==> config.mk <==
export PLATFORM = sky130hd
export DESIGN_NAME = target_frame_parser
export DESIGN_NICKNAME = d
export VERILOG_FILES = /design/src/rtl/core/tfp_pkg.sv /design/src/rtl/core/tfp_queue.sv /design/src/rtl/core/tfp_front.sv /design/src/rtl/core/tfp_back.sv /design/src/rtl/core/target_frame_parser.sv
export SDC_FILE = /design/constraint.sdc
export NUM_CORES = 1
export LEC_CHECK = 0
export BUFFER_PORTS_ARGS = -buffer_cell sky130_fd_sc_hd__buf_2
export CAP_MARGIN = 20
export CORE_MARGIN = 2
export CORE_UTILIZATION = 60
export CTS_BUF_LIST = sky130_fd_sc_hd__clkbuf_4 sky130_fd_sc_hd__clkbuf_8
export CTS_CLUSTER_SIZE = 24
export DETAILED_ROUTE_END_ITERATION = 8
export GPL_ROUTABILITY_DRIVEN = 0
export HOLD_SLACK_MARGIN = 0.06
export PLACE_DENSITY = 0.78
export SLEW_MARGIN = 40
export SYNTH_ARGS = -nofsm -noshare
export SYNTH_HDL_FRONTEND = slang
export SYNTH_SLANG_ARGS = --single-unit
export TNS_END_PERCENT = 1
==> constraint.sdc <==
create_clock -name clk -period 5.35 [get_ports clk]
set_input_delay 0.535 -clock clk [delete_from_list [all_inputs] [get_ports clk]]
set_output_delay 0.535 -clock clk [all_outputs]
set_load 0.01 [all_outputs]
==> src/rtl/core/tfp_pkg.sv <==
package tfp_pkg;

  // Character codes recognised by the parser
  localparam logic [7:0] CH_E     = 8'h45;
  localparam logic [7:0] CH_P     = 8'h50;
  localparam logic [7:0] CH_A     = 8'h41;
  localparam logic [7:0] CH_D     = 8'h44;
  localparam logic [7:0] CH_COMMA = 8'h2C;
  localparam logic [7:0] CH_PLUS  = 8'h2B;
  localparam logic [7:0] CH_MINUS = 8'h2D;
  localparam logic [7:0] CH_0     = 8'h30;
  localparam logic [7:0] CH_9     = 8'h39;
  localparam logic [7:0] CH_SPACE = 8'h20;
  localparam logic [7:0] CH_TAB   = 8'h09;
  localparam logic [7:0] CH_CR    = 8'h0D;

  // Target register file: four pairs, x and y each
  localparam int PAIR_W      = 2;
  localparam int NUM_TARGETS = 8;
  localparam int TGT_IDX_W   = 3;

  // Control part of a command passed from parser to target update
  typedef struct packed {
    logic              is_clear;
    logic [PAIR_W-1:0] pair;
  } cmd_ctrl_t;

endpackage

==> src/rtl/core/tfp_queue.sv <==
module tfp_queue #(
  parameter int WIDTH = 35,
  parameter int DEPTH = 2
) (
  input  logic             clk,
  input  logic             rst_n,
  input  logic             push_valid,
  output logic             push_ready,
  input  logic [WIDTH-1:0] push_data,
  output logic             pop_valid,
  input  logic             pop_ready,
  output logic [WIDTH-1:0] pop_data
);

  localparam int PTR_W = (DEPTH > 1) ? $clog2(DEPTH) : 1;
  localparam int CNT_W = $clog2(DEPTH + 1);
  localparam logic [PTR_W-1:0] PTR_LAST = PTR_W'(DEPTH - 1);
  localparam logic [CNT_W-1:0] CNT_FULL = CNT_W'(DEPTH);

  logic [WIDTH-1:0] store_r [DEPTH];
  logic [PTR_W-1:0] wr_ptr_r, rd_ptr_r;
  logic [CNT_W-1:0] count_r;
  logic             push_fire, pop_fire;

  assign push_ready = (count_r != CNT_FULL);
  assign pop_valid  = (count_r != '0);
  assign pop_data   = store_r[rd_ptr_r];
  assign push_fire  = push_valid && push_ready;
  assign pop_fire   = pop_valid && pop_ready;

  // Entry storage
  always_ff @(posedge clk) begin
    if (push_fire) begin
      store_r[wr_ptr_r] <= push_data;
    end
  end

  // Pointers and fill count
  always_ff @(posedge clk) begin
    if (!rst_n) begin
      wr_ptr_r <= '0;
      rd_ptr_r <= '0;
      count_r  <= '0;
    end else begin
      if (push_fire) begin
        wr_ptr_r <= (wr_ptr_r == PTR_LAST) ? '0 : wr_ptr_r + 1'b1;
      end
      if (pop_fire) begin
        rd_ptr_r <= (rd_ptr_r == PTR_LAST) ? '0 : rd_ptr_r + 1'b1;
      end
      if (push_fire && !pop_fire) begin
        count_r <= count_r + 1'b1;
      end else if (pop_fire && !push_fire) begin
        count_r <= count_r - 1'b1;
      end
    end
  end

  a_count_bound: assert property (@(posedge clk) disable iff (!rst_n)
    count_r <= CNT_FULL)
    else $error("queue fill count beyond depth");

  a_push_grows: assert property (@(posedge clk) disable iff (!rst_n)
    (push_fire && !pop_fire) |=> (count_r == $past(count_r) + 1'b1))
    else $error("queue count did not grow on push");

  a_empty_ptrs: assert property (@(posedge clk) disable iff (!rst_n)
    (count_r == '0) |-> (wr_ptr_r == rd_ptr_r))
    else $error("empty queue with pointers apart");

endmodule

==> src/rtl/core/tfp_front.sv <==
module tfp_front #(
  parameter int VALUE_WIDTH = 16
) (
  input  logic                          clk,
  input  logic                          rst_n,
  input  logic                          in_valid,
  output logic                          in_ready,
  input  logic                          in_mode,
  input  logic [7:0]                    in_rx_byte,
  output logic                          cmd_valid,
  input  logic                          cmd_ready,
  output tfp_pkg::cmd_ctrl_t            cmd_ctrl,
  output logic signed [VALUE_WIDTH-1:0] cmd_x,
  output logic signed [VALUE_WIDTH-1:0] cmd_y
);
  import tfp_pkg::*;

  typedef enum logic [3:0] {
    PH_HUNT, PH_GOT_E, PH_GOT_EC, PH_AFTER_LET,
    PH_X_WS, PH_X_SIGN, PH_X_DIG,
    PH_Y_WS, PH_Y_SIGN, PH_Y_DIG, PH_SKIP
  } phase_t;

  localparam logic [VALUE_WIDTH-1:0] MAG_CAP = {1'b1, {(VALUE_WIDTH-1){1'b0}}};
  localparam logic [VALUE_WIDTH-1:0] POS_MAX = {1'b0, {(VALUE_WIDTH-1){1'b1}}};

  // Decimal accumulate, saturating at the magnitude of the most negative value
  function automatic logic [VALUE_WIDTH-1:0] acc_digit(input logic [VALUE_WIDTH-1:0] mag,
                                                       input logic [3:0] dig);
    logic [VALUE_WIDTH+3:0] v;
    v = {1'b0, mag, 3'b000} + {3'b000, mag, 1'b0} + {{VALUE_WIDTH{1'b0}}, dig};
    return (v > {4'b0000, MAG_CAP}) ? MAG_CAP : v[VALUE_WIDTH-1:0];
  endfunction

  // Sign and magnitude to two's complement, positive side clipped
  function automatic logic [VALUE_WIDTH-1:0] to_value(input logic [VALUE_WIDTH-1:0] mag,
                                                      input logic neg);
    logic [VALUE_WIDTH-1:0] r;
    if (neg) begin
      r = ~mag + 1'b1;
    end else begin
      r = (mag > POS_MAX) ? POS_MAX : mag;
    end
    return r;
  endfunction

  phase_t                 phase_r, phase_nxt;
  logic [PAIR_W-1:0]      pair_r, pair_nxt;
  logic [VALUE_WIDTH-1:0] x_mag_r, x_mag_nxt, y_mag_r, y_mag_nxt;
  logic                   x_neg_r, x_neg_nxt, y_neg_r, y_neg_nxt;
  logic                   done_r, done_nxt;

  logic [7:0] c;
  logic       is_letter, is_ws, is_digit, is_sign, is_minus;
  logic       accept, in_frame, frame_end, frame_ok;
  logic [3:0] dig;

  // Character classes
  assign c         = in_rx_byte;
  assign is_letter = (c >= CH_A) && (c <= CH_D);
  assign is_ws     = (c == CH_SPACE) || ((c >= CH_TAB) && (c <= CH_CR));
  assign is_digit  = (c >= CH_0) && (c <= CH_9);
  assign is_minus  = (c == CH_MINUS);
  assign is_sign   = (c == CH_PLUS) || is_minus;
  assign dig       = c[3:0];

  assign in_ready  = cmd_ready;
  assign accept    = in_valid && in_ready;
  assign in_frame  = !((phase_r == PH_HUNT) || (phase_r == PH_GOT_E) || (phase_r == PH_GOT_EC));
  assign frame_end = !in_mode && in_frame && (c == CH_P);
  assign frame_ok  = done_r || (phase_r == PH_Y_DIG);

  // Command towards the target update
  assign cmd_valid         = accept && (in_mode || (frame_end && frame_ok));
  assign cmd_ctrl.is_clear = in_mode;
  assign cmd_ctrl.pair     = in_mode ? '0 : pair_r;
  assign cmd_x             = to_value(x_mag_r, x_neg_r);
  assign cmd_y             = to_value(y_mag_r, y_neg_r);

  // Parser next state
  always_comb begin
    phase_nxt = phase_r;
    pair_nxt  = pair_r;
    x_mag_nxt = x_mag_r;
    x_neg_nxt = x_neg_r;
    y_mag_nxt = y_mag_r;
    y_neg_nxt = y_neg_r;
    done_nxt  = done_r;
    if (accept && !in_mode) begin
      if (frame_end) begin
        phase_nxt = PH_HUNT;
        done_nxt  = 1'b0;
      end else begin
        unique case (phase_r)
          PH_HUNT: begin
            phase_nxt = (c == CH_E) ? PH_GOT_E : PH_HUNT;
          end
          PH_GOT_E, PH_GOT_EC: begin
            if (is_letter) begin
              pair_nxt  = c[1:0] - 2'd1;
              x_mag_nxt = '0;
              x_neg_nxt = 1'b0;
              y_mag_nxt = '0;
              y_neg_nxt = 1'b0;
              done_nxt  = 1'b0;
              phase_nxt = PH_AFTER_LET;
            end else if ((phase_r == PH_GOT_E) && (c == CH_COMMA)) begin
              phase_nxt = PH_GOT_EC;
            end else begin
              phase_nxt = (c == CH_E) ? PH_GOT_E : PH_HUNT;
            end
          end
          PH_AFTER_LET, PH_X_WS: begin
            if (((phase_r == PH_AFTER_LET) && (c == CH_COMMA)) || is_ws) begin
              phase_nxt = PH_X_WS;
            end else if (is_sign) begin
              x_neg_nxt = is_minus;
              phase_nxt = PH_X_SIGN;
            end else if (is_digit) begin
              x_mag_nxt = acc_digit('0, dig);
              phase_nxt = PH_X_DIG;
            end else begin
              phase_nxt = PH_SKIP;
            end
          end
          PH_X_SIGN: begin
            if (is_digit) begin
              x_mag_nxt = acc_digit('0, dig);
              phase_nxt = PH_X_DIG;
            end else begin
              phase_nxt = PH_SKIP;
            end
          end
          PH_X_DIG: begin
            if (is_digit) begin
              x_mag_nxt = acc_digit(x_mag_r, dig);
            end else begin
              phase_nxt = (c == CH_COMMA) ? PH_Y_WS : PH_SKIP;
            end
          end
          PH_Y_WS: begin
            if (is_ws) begin
              phase_nxt = PH_Y_WS;
            end else if (is_sign) begin
              y_neg_nxt = is_minus;
              phase_nxt = PH_Y_SIGN;
            end else if (is_digit) begin
              y_mag_nxt = acc_digit('0, dig);
              phase_nxt = PH_Y_DIG;
            end else begin
              phase_nxt = PH_SKIP;
            end
          end
          PH_Y_SIGN: begin
            if (is_digit) begin
              y_mag_nxt = acc_digit('0, dig);
              phase_nxt = PH_Y_DIG;
            end else begin
              phase_nxt = PH_SKIP;
            end
          end
          PH_Y_DIG: begin
            if (is_digit) begin
              y_mag_nxt = acc_digit(y_mag_r, dig);
            end else begin
              done_nxt  = 1'b1;
              phase_nxt = PH_SKIP;
            end
          end
          PH_SKIP: begin
            phase_nxt = PH_SKIP;
          end
          default: begin
            phase_nxt = PH_HUNT;
            done_nxt  = 1'b0;
          end
        endcase
      end
    end
  end

  // Parser state
  always_ff @(posedge clk) begin
    if (!rst_n) begin
      phase_r <= PH_HUNT;
      pair_r  <= '0;
      x_mag_r <= '0;
      x_neg_r <= 1'b0;
      y_mag_r <= '0;
      y_neg_r <= 1'b0;
      done_r  <= 1'b0;
    end else begin
      phase_r <= phase_nxt;
      pair_r  <= pair_nxt;
      x_mag_r <= x_mag_nxt;
      x_neg_r <= x_neg_nxt;
      y_mag_r <= y_mag_nxt;
      y_neg_r <= y_neg_nxt;
      done_r  <= done_nxt;
    end
  end

  a_frame_on_p: assert property (@(posedge clk) disable iff (!rst_n)
    (cmd_valid && !cmd_ctrl.is_clear) |-> (in_rx_byte == CH_P))
    else $error("frame command without closing P");

  a_mag_sat: assert property (@(posedge clk) disable iff (!rst_n)
    (x_mag_r <= MAG_CAP) && (y_mag_r <= MAG_CAP))
    else $error("magnitude beyond saturation cap");

  a_p_rehunts: assert property (@(posedge clk) disable iff (!rst_n)
    (accept && frame_end) |=> (phase_r == PH_HUNT) && !done_r)
    else $error("parser not hunting after frame end");

endmodule

==> src/rtl/core/tfp_back.sv <==
module tfp_back #(
  parameter int VALUE_WIDTH = 16
) (
  input  logic                                 clk,
  input  logic                                 rst_n,
  input  logic                                 cmd_valid,
  output logic                                 cmd_ready,
  input  tfp_pkg::cmd_ctrl_t                   cmd_ctrl,
  input  logic signed [VALUE_WIDTH-1:0]        cmd_x,
  input  logic signed [VALUE_WIDTH-1:0]        cmd_y,
  output logic                                 out_valid,
  input  logic                                 out_ready,
  output logic                                 out_was_clear,
  output logic [tfp_pkg::PAIR_W-1:0]           out_updated_pair,
  output logic signed [VALUE_WIDTH-1:0]        out_targets [tfp_pkg::NUM_TARGETS]
);
  import tfp_pkg::*;

  logic signed [VALUE_WIDTH-1:0] tgt_r   [NUM_TARGETS];
  logic signed [VALUE_WIDTH-1:0] tgt_nxt [NUM_TARGETS];
  logic                          out_valid_r, was_clear_r;
  logic [PAIR_W-1:0]             pair_r;
  logic                          pop;

  // Targets only change when a new word is loaded, so they double as the output
  assign cmd_ready        = !out_valid_r || out_ready;
  assign pop              = cmd_valid && cmd_ready;
  assign out_valid        = out_valid_r;
  assign out_was_clear    = was_clear_r;
  assign out_updated_pair = pair_r;
  assign out_targets      = tgt_r;

  // Target update for the command at the head of the queue
  always_comb begin
    for (int k = 0; k < NUM_TARGETS; k++) begin
      if (cmd_ctrl.is_clear) begin
        tgt_nxt[k] = '0;
      end else if (TGT_IDX_W'(k) == {cmd_ctrl.pair, 1'b0}) begin
        tgt_nxt[k] = cmd_x;
      end else if (TGT_IDX_W'(k) == {cmd_ctrl.pair, 1'b1}) begin
        tgt_nxt[k] = cmd_y;
      end else begin
        tgt_nxt[k] = tgt_r[k];
      end
    end
  end

  // Target file and output register
  always_ff @(posedge clk) begin
    if (!rst_n) begin
      out_valid_r <= 1'b0;
      was_clear_r <= 1'b0;
      pair_r      <= '0;
      for (int k = 0; k < NUM_TARGETS; k++) begin
        tgt_r[k] <= '0;
      end
    end else if (pop) begin
      out_valid_r <= 1'b1;
      was_clear_r <= cmd_ctrl.is_clear;
      pair_r      <= cmd_ctrl.pair;
      tgt_r       <= tgt_nxt;
    end else if (out_ready) begin
      out_valid_r <= 1'b0;
    end
  end

  a_clear_zeroes: assert property (@(posedge clk) disable iff (!rst_n)
    (pop && cmd_ctrl.is_clear) |=>
      (tgt_r[0] == '0) && (tgt_r[3] == '0) && (tgt_r[7] == '0) && was_clear_r)
    else $error("targets not cleared");

  a_frame_write: assert property (@(posedge clk) disable iff (!rst_n)
    (pop && !cmd_ctrl.is_clear) |=>
      (tgt_r[{pair_r, 1'b0}] == $past(cmd_x)) && (tgt_r[{pair_r, 1'b1}] == $past(cmd_y)))
    else $error("frame values not stored in their pair");

  a_clear_pair: assert property (@(posedge clk) disable iff (!rst_n)
    (out_valid_r && was_clear_r) |-> (pair_r == '0))
    else $error("clear word with nonzero pair");

endmodule

==> src/rtl/core/target_frame_parser.sv <==
// Channel | Direction | Words                       | Handshake
// in_     | input     | in_mode, in_rx_byte         | in_valid / in_ready
// out_    | output    | was_clear, pair, 8 targets  | out_valid / out_ready
//
// One byte per cycle is accepted while the command queue has room; a result passes
// through the command queue and then into the output register.
// A 2-word command queue sits between the parser and the target file, so the
// parser keeps taking bytes while a result waits; in_ready drops only when it is full.
// Synchronous active-low reset puts the parser in hunt and zeroes all targets.
module target_frame_parser #(
  parameter int VALUE_WIDTH = 16
) (
  input  logic                          clk,
  input  logic                          rst_n,
  input  logic                          in_valid,
  output logic                          in_ready,
  input  logic                          in_mode,
  input  logic [7:0]                    in_rx_byte,
  output logic                          out_valid,
  input  logic                          out_ready,
  output logic                          out_was_clear,
  output logic [1:0]                    out_updated_pair,
  output logic signed [VALUE_WIDTH-1:0] out_target_a_x,
  output logic signed [VALUE_WIDTH-1:0] out_target_a_y,
  output logic signed [VALUE_WIDTH-1:0] out_target_b_x,
  output logic signed [VALUE_WIDTH-1:0] out_target_b_y,
  output logic signed [VALUE_WIDTH-1:0] out_target_c_x,
  output logic signed [VALUE_WIDTH-1:0] out_target_c_y,
  output logic signed [VALUE_WIDTH-1:0] out_target_d_x,
  output logic signed [VALUE_WIDTH-1:0] out_target_d_y
);
  import tfp_pkg::*;

  localparam int CMD_W = $bits(cmd_ctrl_t) + 2 * VALUE_WIDTH;

  logic                          f_valid, f_ready, b_valid, b_ready;
  cmd_ctrl_t                     f_ctrl, b_ctrl;
  logic signed [VALUE_WIDTH-1:0] f_x, f_y, b_x, b_y;
  logic [CMD_W-1:0]              b_data;
  logic signed [VALUE_WIDTH-1:0] targets [NUM_TARGETS];

  tfp_front #(.VALUE_WIDTH(VALUE_WIDTH)) u_front (
    .clk        (clk),
    .rst_n      (rst_n),
    .in_valid   (in_valid),
    .in_ready   (in_ready),
    .in_mode    (in_mode),
    .in_rx_byte (in_rx_byte),
    .cmd_valid  (f_valid),
    .cmd_ready  (f_ready),
    .cmd_ctrl   (f_ctrl),
    .cmd_x      (f_x),
    .cmd_y      (f_y)
  );

  tfp_queue #(.WIDTH(CMD_W), .DEPTH(2)) u_queue (
    .clk        (clk),
    .rst_n      (rst_n),
    .push_valid (f_valid),
    .push_ready (f_ready),
    .push_data  ({f_ctrl, f_x, f_y}),
    .pop_valid  (b_valid),
    .pop_ready  (b_ready),
    .pop_data   (b_data)
  );

  assign b_ctrl = b_data[CMD_W-1 -: $bits(cmd_ctrl_t)];
  assign b_x    = b_data[2*VALUE_WIDTH-1 -: VALUE_WIDTH];
  assign b_y    = b_data[VALUE_WIDTH-1:0];

  tfp_back #(.VALUE_WIDTH(VALUE_WIDTH)) u_back (
    .clk              (clk),
    .rst_n            (rst_n),
    .cmd_valid        (b_valid),
    .cmd_ready        (b_ready),
    .cmd_ctrl         (b_ctrl),
    .cmd_x            (b_x),
    .cmd_y            (b_y),
    .out_valid        (out_valid),
    .out_ready        (out_ready),
    .out_was_clear    (out_was_clear),
    .out_updated_pair (out_updated_pair),
    .out_targets      (targets)
  );

  assign out_target_a_x = targets[0];
  assign out_target_a_y = targets[1];
  assign out_target_b_x = targets[2];
  assign out_target_b_y = targets[3];
  assign out_target_c_x = targets[4];
  assign out_target_c_y = targets[5];
  assign out_target_d_x = targets[6];
  assign out_target_d_y = targets[7];

endmodule

# [Yosys cells after proc, flatten, opt, wreduce, memory -nomap -nowiden]
# Memory sizes are Yosys's and may differ from the RTL's. A register that Yosys moved wholly into a read port is not among the register bits.
# Index checks and enable logic that the tools add are counted.
[classes] reduce_logical=55 n_eq_ne=33 order_cmp=11 addsub=11 mux=68 bitwise_logic=3
[op_table] operator="16-bit 2-to-1 mux" n=32
[op_table] operator="16-bit one-hot mux with 4 select lines" n=2
[op_table] operator="4-bit 2-to-1 mux" n=11
[op_table] operator="19-bit by 17-bit adder with 20-bit output" n=2
[op_table] operator="20-bit by 4-bit adder with 20-bit output" n=2
[op_table] operator="20-bit by 16-bit > comparator with 1-bit output, second input constant" n=2
[op_table] operator="4-bit one-hot mux with 9 select lines" n=1
[op_table] operator="16-bit by 1-bit adder with 16-bit output, second input constant" n=2
[op_table] operator="8-bit by 6-bit equality test with 1-bit output, second input constant" n=4
[op_table] operator="16-bit by 15-bit > comparator with 1-bit output, second input constant" n=2
[op_table] operator="16-bit inverter" n=2
[op_table] operator="2-bit nonzero test" n=9
[op_table] operator="4-bit by 3-bit equality test with 1-bit output, second input constant" n=4
[op_table] operator="8-bit by 7-bit equality test with 1-bit output, second input constant" n=2
[op_table] operator="4-bit by 16-bit > comparator with 1-bit output, second input constant" n=1
[op_table] operator="1-bit logical AND" n=15
[op_table] operator="1-bit 2-to-1 mux" n=15
[op_table] operator="7-bit AND reduction" n=2
[op_table] operator="4-bit equality test, second input constant" n=3
[op_table] operator="2-bit by 1-bit inequality test with 1-bit output, second input constant" n=6
[op_table] operator="6-bit AND reduction" n=2
[op_table] operator="2-bit inequality test, second input constant" n=5
[op_table] operator="4-bit by 2-bit equality test with 1-bit output, second input constant" n=2
[op_table] operator="8-bit by 4-bit >= comparator with 1-bit output, second input constant" n=1
[op_table] operator="other kinds (27)" n=52
[totals] n_memories=1 ff_bits=177 in_bits=13 word_cells=203 ramBits=70
[memory_table] memory="u_queue.store_r" depth=2 word_bits=35 read_ports=1 rd_ports_with_merged_regs=1 wr=1 line_no="tfp_queue.sv:20" rtl="logic [WIDTH-1:0] store_r [DEPTH];"

# [Logic depth before layout (Yosys ltp)]
[depth] ltp_word=14 mapped_depth=13

# [Cells and area by module]
# From an unflattened synthesis, not the netlist that was laid out.
[unflattened] cells_unflattened=1343 hier_area_um2=13325.3
[by_module_without_submodules] mod="tfp_front" area_each_um2=5370.2 instances=1 cells_per_inst=734
[by_module_without_submodules] mod="tfp_back" area_each_um2=5196.2 instances=1 cells_per_inst=476
[by_module_without_submodules] mod="tfp_queue" area_each_um2=2758.9 instances=1 cells_per_inst=133

# [Worst setup path after synthesis]
# No wires, ideal clock.
[synth_path] path_kind="in2reg" from="input in_rx_byte[3]" to="memory u_queue.store_r[0][0], enable pin" required_time_ps=4877 stages=6 n_path_buf=1 setup_time_ps=473 slack_ps=677 arrival_ps=4199 cell_sequence="clkbuf_1 > or4b_1 > a211o_1 > nor2_1 > nor2_1 > nor3_1"
[synth_via] elab_chain_len=8
[synth_lines] item="from (decl)" line_no="target_frame_parser.sv:18" rtl="input logic [7:0] in_rx_byte,"
[synth_lines] item="8-bit by 7-bit equality test with 1-bit output" line_no="tfp_front.sv:70" rtl="assign frame_end = !in_mode && in_frame && (c == CH_P);"
[synth_lines] item="1-bit logical AND" line_no="tfp_front.sv:70"
[synth_lines] item="1-bit logical AND" line_no="tfp_front.sv:74" rtl="assign cmd_valid = accept && (in_mode || (frame_end && frame_ok));"
[synth_lines] item="1-bit logical OR" line_no="tfp_front.sv:74"
[synth_lines] item="1-bit logical AND" line_no="tfp_front.sv:74"
[synth_lines] item="1-bit logical AND" line_no="tfp_queue.sv:28" rtl="assign push_fire = push_valid && push_ready;"
[synth_lines] item="1-bit 2-to-1 mux" line_no="tfp_queue.sv:33" rtl="if (push_fire) begin"
[synth_lines] item="1-bit 2-to-1 mux (implied by the code)" line_no="tfp_queue.sv:34" rtl="store_r[wr_ptr_r] <= push_data;"
[synth_lines] item="to (decl)" line_no="tfp_queue.sv:20"
# No other way between the ends.

# [Worst setup path after layout]
[layout_path] from="register u_front.y_mag_r[0]" to="register u_front.y_mag_r[11]"
[layout_via] elab_chain_len=6
[layout_lines] item="from (decl)" line_no="tfp_front.sv:49" rtl="logic [VALUE_WIDTH-1:0] x_mag_r, x_mag_nxt, y_mag_r, y_mag_nxt;"
[layout_lines] item="from (signal assigned)" line_no="tfp_front.sv:197" rtl="y_mag_r <= y_mag_nxt;"
[layout_lines] item="19-bit by 17-bit adder with 20-bit output (*)" line_no="tfp_front.sv:31" rtl="v = {1'b0, mag, 3'b000} + {3'b000, mag, 1'b0} + {{VALUE_WIDTH{1'b0}}, dig};"
[layout_lines] item="20-bit by 4-bit adder with 20-bit output (*)" line_no="tfp_front.sv:31"
[layout_lines] item="20-bit by 16-bit > comparator with 1-bit output" line_no="tfp_front.sv:32" rtl="return (v > {4'b0000, MAG_CAP}) ? MAG_CAP : v[VALUE_WIDTH-1:0];"
[layout_lines] item="16-bit 2-to-1 mux (*)" line_no="tfp_front.sv:32"
[layout_lines] item="16-bit 2-to-1 mux (*)" line_no="tfp_front.sv:163" rtl="if (is_digit) begin"
[layout_lines] item="16-bit one-hot mux with 4 select lines (*)" line_no="tfp_front.sv:94" rtl="unique case (phase_r)"
# Mark *: on every way between the ends. The rest lies on a longest branch, timed or not. The select of a mux whose other input is x is not followed.
# A chain may end at the register's enable or synchronous reset.

==> run summary <==
The share of the Yosys chip area taken by registers is 42.3%. The die height came out at between 150 and 200 um. The count of state elements after synthesis came out at 248. The clock transition at the register clock pins on the worst setup and hold paths after CTS came out at 0.06 ns. From left edge to right edge, the die measures 153 um.

In this run the remaining antenna-violating nets after routing total 0. The fraction of the cycle the final worst path needs came out at 74.1%. The top cell type by area accounts for 26.6% of the synthesized area. The critical path ends at u_front.y_mag_r[11].

The number of buffers created by CTS came out at 41. Ranked by total cell area, the synthesized netlist is headed by sky130_fd_sc_hd__dfxtp_1, sky130_fd_sc_hd__edfxtp_1, sky130_fd_sc_hd__o21ai_0, sky130_fd_sc_hd__and2_1, sky130_fd_sc_hd__ha_1. The top cell family by delay on the critical path is compound AO/OA/AOI/OAI gates. The launching point of the worst reg2reg path is u_front.y_mag_r[0]. The arrival time reported for the critical path endpoint is 4.42 ns.

The average instance area after synthesis is 8.84 um^2. The routed via count divided by cell count is 6.03. Together, buffers and inverters on the worst path number 2.

The flow ran to the end, and the final reports show no timing, DRC or antenna violations. For this run, the leading register cell type out of synthesis is sky130_fd_sc_hd__dfxtp_1. The largest single stage delay on the critical path is a little under 0.6 ns. The initial core utilization came out at 61.1%. Setup violations remaining at the end of the flow were counted as 0.

Across the run, the number of max-cap violations was 0. The accumulated negative setup slack came out at 0 ns. The number of post-CTS setup repair buffers is 0. For this run, asynchronously set or reset flops after synthesis account for 0%. The CTS sink count is ~250. The cell at the root of the clock tree is sky130_fd_sc_hd__clkbuf_8. Setup repair after global routing left no endpoint under its margin. The final setup skew is 0.0203 ns. The detailed router finished its first iteration with slightly below 900 violations. The post-route netlist has 17.8% of its cells at a drive strength greater than 1.

The slowest cell on the critical path is sky130_fd_sc_hd__fa_1. In this run, synthesis inferred 70 flip-flops with an integrated enable. STA classifies the critical path startpoint as a register. The detailed-routing iteration count for the pre-antenna-repair pass is 5. The depth of the critical timing path with buffers and inverters included came out at 12. The placeable core region is ~0.022 mm^2. TritonCTS built the clock tree. The worst setup path is captured at a register. The cell count of the worst reg-to-reg path is 12.

The signal on the critical path passes through inv_1 -> fa_1 -> inv_1 -> ha_1 -> a211oi_1 -> o21ai_0 -> a31oi_1 -> xnor2_1 -> or4_1 -> a2111oi_4 -> o2111ai_2 -> o21ai_0. The ratio of total power to cell area came out at 313 mW/mm^2. The worst hold slack is about 0.30 ns. The synthesized design spends more area on one cell type than any other, namely sky130_fd_sc_hd__dfxtp_1. The clock network latency to the later pin of the worst-skew pair is 0.54 ns. The critical path is of the reg2reg type. The number of nets produced by synthesis is 1600. The synthesized netlist contains 73 unique library cells. The count of nets after finishing came out at 1710. The worst max-slew margin expressed relative to the limit is 43.7%. The number of I/O pins came out at approximately 150. Summing over every cut layer, the via total after detailed routing is 11653. The synthesized netlist occupies a cell area of roughly 0.013 mm^2. The peak ir drop on the vdd network came out at around 0.17 mV. The hold buffer count at CTS came out at 0. The final worst-path setup slack is 1.39 ns. The routed wirelength normalized by instance count is between 15 and 20 um.

The setup slack after placement came out at between 1 and 1.5 ns. The area growth from synthesis to layout is 12.4%. The transition time of the tightest slew-check pin is 0.843 ns. No sink is reached through more buffers than the 3 on the longest clock path.

The number of antenna diodes in the final layout is 0. After detailed routing, the number of remaining DRC violations is 0. The reg-to-reg setup timing slack came out at 1.39 ns. The placement row count came out at 54. The initial antenna violation count came out at 0.

CTS built an H-tree with a depth of 2. The number of hold violations in the final report came out at 0. The total wirelength of the detailed-routed design came out at 32800 um. The endpoint identified for the worst register-to-register timing path is u_front.y_mag_r[11]. The yosys synthesis warning count is 0. The number of instances resized during post-cts repair came out at 0. For the worst setup path, the data required time is 5.81 ns. The maximum achievable frequency is ~250 MHz. Synthesis produced a netlist whose cell count is 1514. The largest net degree at the start of global routing is 97. The most common cell in the synthesized netlist is sky130_fd_sc_hd__o21ai_0.

The clock period minus worst slack came out at a little under 4 ns. The start point of the critical path is u_front.y_mag_r[0]. The global-route usage over all layers is a little over a quarter. The total overflow left after global routing is 0. The static leakage came out at approximately 6.4 nW. The first global-routing pass estimated 53400 um of wire. The floorplan die area is about 0.024 mm^2. The commonest cells after synthesis are sky130_fd_sc_hd__o21ai_0, sky130_fd_sc_hd__dfxtp_1, sky130_fd_sc_hd__nand3_1, sky130_fd_sc_hd__and2_1, sky130_fd_sc_hd__nand2_1.

The tightest min-delay check is of the in2reg type. The final count of pins violating max slew was 0. The largest fanout on the critical path came out at 9. Summed over all nets, the half-perimeter wirelength after detailed placement is 22700 um. The number of global-route vias before repair came out at 10659.

The count of buffers from port buffering is 145.
stage by stage:
stage | instance area (um^2) | util, % | total power [W] | std cells
after floorplan | 13400 | - | 0.00280 | 1514
after global placement | 14200 | 64.9 | 0.00308 | 1860
after detailed placement | 14300 | 65.1 | 0.00313 | 1861
after CTS | 15000 | 68.7 | 0.00471 | 1931
after global routing | 15000 | 68.7 | 0.00491 | 1931
final | 15000 | 68.7 | 0.00470 | 1931
registers in the layout, indices dropped and copies added (netlist names), named ones only:
register / count
u_back.out_updated_pair: 2
u_queue.count_r: 2
u_front.done_r: 1
u_front.pair_r: 2
u_front.y_neg_r: 1
u_queue.rd_ptr_r: 1
u_queue.store_r: 70
u_front.phase_r: 4
u_front.x_mag_r: 16
u_front.x_neg_r: 1
u_back.out_was_clear: 1
u_back.out_valid: 1
u_front.y_mag_r: 16
u_back.out_targets: 128
u_queue.wr_ptr_r: 1
kinds of logic after synthesis:
logic type      count (synthesis)  share of synthesized area, %
buf+inv                       123                          3.58
mux                            38                          3.17
compound gates                417                          18.9
fa+ha+maj                      73                          7.05
flops                         248                          42.3
xor+xnor                       24                          1.57
simple gates                  591                          23.4
cells in the final DEF (no fill, tap or decap), drive strengths merged, types with 6 or more instances in the layout:
master  count
inv        35
nor2b      17
nand4      10
clkbuf     63
dfxtp     178
ha         69
xnor2      12
o211ai     21
edfxtp     70
o21ai     207
or4         6
nor3       28
mux2       35
a21boi     12
nand2     118
a21oi      73
buf       155
xor2       12
nor4        7
or3        13
nand3     164
and2      141
a21o       10
o31ai      17
nand2b      8
a211oi      8
nor2       53
o21a        8
per-layer routing:
| layer | routed length [um] | vias up | share of wire, % | GRT usage [%] |
|---|---|---|---|---|
| met4 | 614 | 0 | 1.9 | 7.38 |
| met5 | 0 | - | 0 | 0 |
| met3 | 2260 | 51 | 6.9 | 3.83 |
| met2 | 14400 | 419 | 44 | 41.8 |
| met1 | 15500 | 5475 | 47 | 39.5 |
| li1 | - | 5708 | - | - |
worst reg2reg max path, cell delays in order, from the launching register on:
cell,delay [ns]
sky130_fd_sc_hd__dfxtp_1,0.43
sky130_fd_sc_hd__inv_1,0.14
sky130_fd_sc_hd__fa_1,0.58
sky130_fd_sc_hd__inv_1,0.06
sky130_fd_sc_hd__ha_1,0.31
sky130_fd_sc_hd__a211oi_1,0.27
sky130_fd_sc_hd__o21ai_0,0.17
sky130_fd_sc_hd__a31oi_1,0.25
sky130_fd_sc_hd__xnor2_1,0.11
sky130_fd_sc_hd__or4_1,0.56
sky130_fd_sc_hd__a2111oi_4,0.49
sky130_fd_sc_hd__o2111ai_2,0.27
sky130_fd_sc_hd__o21ai_0,0.25
area by class of cell:
| type | count | area [um^2] |
|---|---|---|
| inverter | 35 | 131 |
| multi-input combinational | 1143 | 7290 |
| timing repair buffer | 155 | 820 |
| tap | 280 | 350 |
| clock buffer | 63 | 742 |
| fill | 1794 | 6850 |
| sequential | 248 | 5670 |
| clock inverter | 7 | 40.0 |
how the worst min path moves through the flow:
stage / to / slack, ns / from / cells past startpoint
floorplan: u_front.done_r / 0.45 / u_front.done_r / 2
global placement: u_back.out_was_clear / 0.45 / u_back.out_was_clear / 2
detailed placement: u_back.out_was_clear / 0.46 / u_back.out_was_clear / 2
CTS: u_queue.store_r[1][34] / 0.27 / in_mode / 1
global route: u_queue.store_r[1][34] / 0.29 / in_mode / 1
finish: u_queue.store_r[1][34] / 0.30 / in_mode / 1
report_power, final:
| group | switching, W | total, W | leakage [nW] | internal, W |
|---|---|---|---|---|
| combinational | 0.000674 | 0.000991 | 3.86 | 0.000317 |
| clock | 0.000728 | 0.00161 | 0.413 | 0.000879 |
| sequential | 0.0000595 | 0.00211 | 2.10 | 0.00205 |
(Power assumes the default switching activity.)
